$ cat src/rarsb_pkg.sv
// Shared constants, command codes and controller/datapath types for the range add/sum engine.
package rarsb_pkg;

    localparam int ELEMENTS   = 1024;
    localparam int BLOCK_SIZE = 32;
    localparam int NUM_BLOCKS = ELEMENTS / BLOCK_SIZE;
    localparam int IDX_W      = $clog2(ELEMENTS);
    localparam int OFF_W      = $clog2(BLOCK_SIZE);
    localparam int BLK_W      = IDX_W - OFF_W;
    localparam int CNT_W      = 11;
    localparam int DATA_W     = 64;

    typedef enum logic [1:0] {
        CMD_LOAD = 2'd0,
        CMD_ADD  = 2'd1,
        CMD_SUM  = 2'd2,
        CMD_NOP  = 2'd3
    } cmd_t;

    typedef enum logic [3:0] {
        OP_NONE,
        OP_CLEAR,
        OP_PEND_FETCH,
        OP_LOAD,
        OP_ELEM_ADD,
        OP_ELEM_SUM,
        OP_BSUM_UPD,
        OP_BLK_ADD,
        OP_BLK_SUM
    } op_t;

    typedef struct packed {
        op_t              op;
        logic [IDX_W-1:0] elem_addr;
        logic [BLK_W-1:0] blk_addr;
        logic             take;
        logic             emit;
        logic             emit_err;
    } dp_cmd_t;

    typedef struct packed {
        logic out_full;
    } dp_stat_t;

endpackage

$ cat src/rarsb_ctrl.sv
// Controller: range check, clearing pass and the per-item walk over edge and whole blocks.
module rarsb_ctrl (
    input  logic                         clk,
    input  logic                         rst_n,
    input  logic                         s_tvalid,
    output logic                         s_tready,
    input  logic [1:0]                   cmd,
    input  logic [rarsb_pkg::IDX_W-1:0]  first_index,
    input  logic [rarsb_pkg::IDX_W-1:0]  last_index,
    input  logic                         cfg_valid,
    output logic                         cfg_ready,
    input  logic [rarsb_pkg::CNT_W-1:0]  cfg_data,
    input  logic                         m_tready,
    input  rarsb_pkg::dp_stat_t          stat,
    output rarsb_pkg::dp_cmd_t           dpc
);
    import rarsb_pkg::*;

    typedef enum logic [3:0] {
        S_CLEAR, S_IDLE, S_LD_PF, S_LOAD, S_A_PF, S_A_RUN, S_A_UPD,
        S_MID, S_B_PF, S_B_RUN, S_B_UPD, S_QWAIT, S_RESP
    } state_t;

    state_t           state_reg, state_next;
    logic [IDX_W-1:0] idx_reg, idx_next;
    logic [BLK_W-1:0] blk_reg, blk_next;
    cmd_t             cmd_reg;
    logic [IDX_W-1:0] l_reg, r_reg;
    logic             err_reg, err_next;
    logic [CNT_W-1:0] count_reg, live_n;

    logic [BLK_W-1:0] p, q;
    logic [IDX_W-1:0] end_a;
    logic             is_add, take, bad;
    cmd_t             cmd_in;
    state_t           after_a;

    assign cmd_in = cmd_t'(cmd);
    assign live_n = (count_reg > CNT_W'(ELEMENTS)) ? CNT_W'(ELEMENTS) : count_reg;
    assign p      = l_reg[IDX_W-1:OFF_W];
    assign q      = r_reg[IDX_W-1:OFF_W];
    assign end_a  = (p == q) ? r_reg : {p, {OFF_W{1'b1}}};
    assign is_add = (cmd_reg == CMD_ADD);

    assign s_tready  = (state_reg == S_IDLE);
    assign cfg_ready = 1'b1;
    assign take      = s_tvalid && s_tready;

    always_comb
    begin
        if (cmd_in == CMD_LOAD)
        begin
            bad = (CNT_W'(first_index) >= live_n);
        end
        else
        begin
            bad = (first_index > last_index) || (CNT_W'(last_index) >= live_n);
        end
    end

    always_comb
    begin
        if (p == q)
        begin
            after_a = is_add ? S_IDLE : S_QWAIT;
        end
        else if (({1'b0, p} + 1'b1) < {1'b0, q})
        begin
            after_a = S_MID;
        end
        else
        begin
            after_a = S_B_PF;
        end
    end

    always_comb
    begin
        state_next    = state_reg;
        idx_next      = idx_reg;
        blk_next      = blk_reg;
        err_next      = err_reg;
        dpc.op        = OP_NONE;
        dpc.elem_addr = idx_reg;
        dpc.blk_addr  = p;
        dpc.take      = take;
        dpc.emit      = 1'b0;
        dpc.emit_err  = err_reg;
        unique case (state_reg)
            S_CLEAR:
            begin
                dpc.op       = OP_CLEAR;
                dpc.blk_addr = idx_reg[BLK_W-1:0];
                idx_next     = idx_reg + 1'b1;
                if (idx_reg == {IDX_W{1'b1}})
                begin
                    state_next = S_IDLE;
                end
            end
            S_IDLE:
            begin
                if (take)
                begin
                    err_next = bad;
                    if (cmd_in == CMD_NOP)
                    begin
                        state_next = S_IDLE;
                    end
                    else if (bad)
                    begin
                        state_next = S_RESP;
                    end
                    else if (cmd_in == CMD_LOAD)
                    begin
                        state_next = S_LD_PF;
                    end
                    else
                    begin
                        state_next = S_A_PF;
                    end
                end
            end
            S_LD_PF:
            begin
                dpc.op     = OP_PEND_FETCH;
                state_next = S_LOAD;
            end
            S_LOAD:
            begin
                dpc.op        = OP_LOAD;
                dpc.elem_addr = l_reg;
                state_next    = S_IDLE;
            end
            S_A_PF:
            begin
                dpc.op     = OP_PEND_FETCH;
                idx_next   = l_reg;
                state_next = S_A_RUN;
            end
            S_A_RUN:
            begin
                dpc.op   = is_add ? OP_ELEM_ADD : OP_ELEM_SUM;
                idx_next = idx_reg + 1'b1;
                blk_next = p + 1'b1;
                if (idx_reg == end_a)
                begin
                    state_next = is_add ? S_A_UPD : after_a;
                end
            end
            S_A_UPD:
            begin
                dpc.op     = OP_BSUM_UPD;
                blk_next   = p + 1'b1;
                state_next = after_a;
            end
            S_MID:
            begin
                dpc.op       = is_add ? OP_BLK_ADD : OP_BLK_SUM;
                dpc.blk_addr = blk_reg;
                blk_next     = blk_reg + 1'b1;
                if ((blk_reg + 1'b1) == q)
                begin
                    state_next = S_B_PF;
                end
            end
            S_B_PF:
            begin
                dpc.op       = OP_PEND_FETCH;
                dpc.blk_addr = q;
                idx_next     = {q, {OFF_W{1'b0}}};
                state_next   = S_B_RUN;
            end
            S_B_RUN:
            begin
                dpc.op       = is_add ? OP_ELEM_ADD : OP_ELEM_SUM;
                dpc.blk_addr = q;
                idx_next     = idx_reg + 1'b1;
                if (idx_reg == r_reg)
                begin
                    state_next = is_add ? S_B_UPD : S_QWAIT;
                end
            end
            S_B_UPD:
            begin
                dpc.op       = OP_BSUM_UPD;
                dpc.blk_addr = q;
                state_next   = S_IDLE;
            end
            S_QWAIT: state_next = S_RESP;
            S_RESP:
            begin
                if (!stat.out_full || m_tready)
                begin
                    dpc.emit   = 1'b1;
                    state_next = S_IDLE;
                end
            end
            default: state_next = S_IDLE;
        endcase
    end

    always_ff @(posedge clk or negedge rst_n)
    begin
        if (!rst_n)
        begin
            state_reg <= S_CLEAR;
            idx_reg   <= '0;
            blk_reg   <= '0;
            err_reg   <= 1'b0;
            cmd_reg   <= CMD_NOP;
            l_reg     <= '0;
            r_reg     <= '0;
            count_reg <= CNT_W'(ELEMENTS);
        end
        else
        begin
            state_reg <= state_next;
            idx_reg   <= idx_next;
            blk_reg   <= blk_next;
            err_reg   <= err_next;
            if (take)
            begin
                cmd_reg <= cmd_in;
                l_reg   <= first_index;
                r_reg   <= last_index;
            end
            if (cfg_valid && cfg_ready)
            begin
                count_reg <= cfg_data;
            end
        end
    end

endmodule
$ cat config.mk
export PLATFORM = sky130hd
export DESIGN_NAME = rarsb_ctrl
export DESIGN_NICKNAME = d
export VERILOG_FILES = /design/src/rarsb_pkg.sv /design/src/rarsb_ctrl.sv
export SDC_FILE = /design/constraint.sdc
export NUM_CORES = 1
export LEC_CHECK = 0
export BUFFER_PORTS_ARGS = -buffer_cell sky130_fd_sc_hd__buf_4
export CORE_UTILIZATION = 59
export DETAILED_ROUTE_END_ITERATION = 10
export GPL_ROUTABILITY_DRIVEN = 1
export HOLD_SLACK_MARGIN = 0.1
export MAX_ROUTING_LAYER = met4
export PLACE_DENSITY = 0.82
export SLEW_MARGIN = 0
export SYNTH_ARGS = -nofsm -noshare
export SYNTH_HDL_FRONTEND = slang
export SYNTH_SLANG_ARGS = --single-unit
export TNS_END_PERCENT = 5
$ cat constraint.sdc
create_clock -name clk -period 2.98 [get_ports clk]
set_clock_uncertainty 0.05 [all_clocks]
set_input_delay 0.447 -clock clk [delete_from_list [all_inputs] [get_ports clk]]
set_output_delay 0.447 -clock clk [all_outputs]
set_load 0.005 [all_outputs]
==> results.toml <==
[floorplanning]
rows = 31
core-area_mm2 = 0.00741
die_area_mm2 = 0.00815
fp.dieH_um = 90.3
die_w_um = 90.3
io_pins = 63
initial_core_util_pct = 62.1

[clock_tree]
clk_latency_ns = 0.32
numCtsBuffers = 5
clkTransAtPathRegs_ns = 0.12
ctsHoldBuffers = 0
htreeDepth = 2
cts_tree = "done"
clock_sinks = 53
cts-root-buf = "clkbuf_8"
postCtsSetupBuffers = 0
cts_resized = 0
clock_path_buffers = 2

[grt]
track_usage_pct = 34.7
grt_pass1_vias = 4307
grt_max_degree = 54
grt_antenna_before_repair = 0
grt_overflow = 0
grt_pass1_wl_um = 21600

[yosys]
synthTopCellsByArea = "dfrtp_1 (27%), ha_1 (10%), nand2_1 (6.4%), mux2_2 (5.6%), a21oi_1 (3.7%)"
synth_enable_flop_cells = 0
yosysMostFrequentCell = "nand2_1"
netlist_area_mm2 = 0.00460
ys_warn_count = 0
synth-seq-cells = 53
yosys.area.top_type_share_pct = 27.2
yosys-top-cells-count = "nand2_1 (78), dfrtp_1 (50), nor2_1 (43)"
syn_area_per_cell_um2 = 8.14
synth_top_area_cell = "dfrtp_1"
yosysUniqueCellTypes = 67
synth_ff_type = "dfrtp_1"
synth_nets = 642
ys_seq_area_share_pct = 28.9
netlist_instances = 565
async_flop_share_pct = 100

[cells_and_area]
area_growth_pct = 13.0
final_cells = 706
fin_util_pct = 70.2
largest_register_ffs = 11
finalNetCount = 683
drive_gt1_share_pct = 20.6
diodes = 0

[drt]
wl_per_cell_um = 19.0
drc_errors = 0
drt_iter0_markers = 423
vias = 4444
first_pass_iters = 6
ant_nets = 0
vias_per_cell = 6.29
wl_um = 13400

[timing]
finalMaxSlewViolations = 0
setup_ws_ns = 0.203
finalCritPeriodShare_pct = 93.2
tightest_slew_ns = 0.695
finalCriticalPeriod_ns = 2.78
setup_viol = 0
slew_headroom_pct = 53.7
rsz0062_at_grt = "false"
hold_viol = 0
setup_tns_ns = 0
fmax_ghz = 0.360

[worst_hold_path]
hold_path_class = "in -> async"

[pwr]
vdd_drop_max_mv = 0.246
power_density_mw_per_mm2 = 275
finalPower_w = 0.00143
leakage_nw = 2.44

[placement]
dpl_worst_slack_ns = 0.295
routabilityCongestion = 0.981
dp.final_hpwl_um = 10500
place_inst = 698
io_buffers = 61

[setup_path]
crit_required_ns = 2.48
start_kind = "register"
path_class = "reg -> out"
crit_chain = "buf_4 -> or2_1 -> nor3_1 -> a222oi_1 -> mux2i_1 -> buf_4"
endpoint_kind = "output pin"
worstPathArrival_ns = 2.28
critPathSlowestCell = "dfrtp_1"
slowest_delay_ns = 0.44
critPathMaxFanout = 11
crit_top_cell = "buf_4"

[status]
status = "finished, final reports clean"

[flow_run]
cap_violations = 0
## worst max-delay path, delay by kind of cell (launching register included)
kind                   cells  cell delay [ns]
AND/OR/NAND/NOR            2             0.74
flip-flops                 1             0.44
multiplexers               1             0.24
buffers and inverters      2             0.34
AO/OA/AOI/OAI              1             0.19
## placed cells by master, fill, tap and decap left out, drive strengths merged, types with 14 or more instances in the layout
cell type / count
a21oi: 34
buf: 75
dfrtp: 50
ha: 38
inv: 24
mux2: 23
nand2: 78
nand2b: 19
nand3: 15
nor2: 44
nor2b: 14
o21ai: 42
xnor2: 14
## routing by layer
metal  track usage (%)  share of wire (%)
met5                 -                  0
met4              13.7                3.4
met3              4.46                6.7
met2              58.0                 50
met1              42.6                 40
## through the flow
step	hold slack (ns)	instance area, um2
global placement	0.414	5100
detailed placement	0.422	5100
CTS	0.145	5200
floorplan	0.101	4600
global route	0.167	5200
finish	0.102	5200
## worst paths after layout
path                           startpoint      endpoint  slack (ns)  depth (start not counted)
max in group asynchronous           rst_n  count_reg[8]        2.29                          1
setup reg to reg                 l_reg[6]  state_reg[0]        0.26                         11
setup / recovery             state_reg[0]        dpc[4]        0.20                          6
min in group clk           first_index[8]      l_reg[8]        0.31                          3
hold / removal                      rst_n  state_reg[0]        0.10                          1
hold reg to reg                cmd_reg[0]    cmd_reg[0]        0.44                          2
## power by group
group / leakage, nW / total, W / switching, W / internal [W]
sequential: 0.682 / 0.000746 / 0.0000112 / 0.000735
clock: 0.0518 / 0.000456 / 0.000262 / 0.000194
combinational: 1.70 / 0.000226 / 0.000117 / 0.000110
## cell families after synthesis
logic type	synth area share, %
compound gates	21.4
xor+xnor	5.14
fa+ha+maj	10.3
buf+inv	6.01
flops	28.9
mux	6.50
other cells	0.0815
simple gates	21.6
## layout make-up
type / instances / area (um2)
clock inverters: 2 / 17.5
flip-flops and latches: 53 / 1330
well taps: 99 / 124
clock buffers: 6 / 82.6
repair buffers: 75 / 563
multi-input cells: 448 / 2990
fillers: 625 / 2210
inverters: 23 / 86.3
Note: power is estimated with default switching activity, not from simulation.
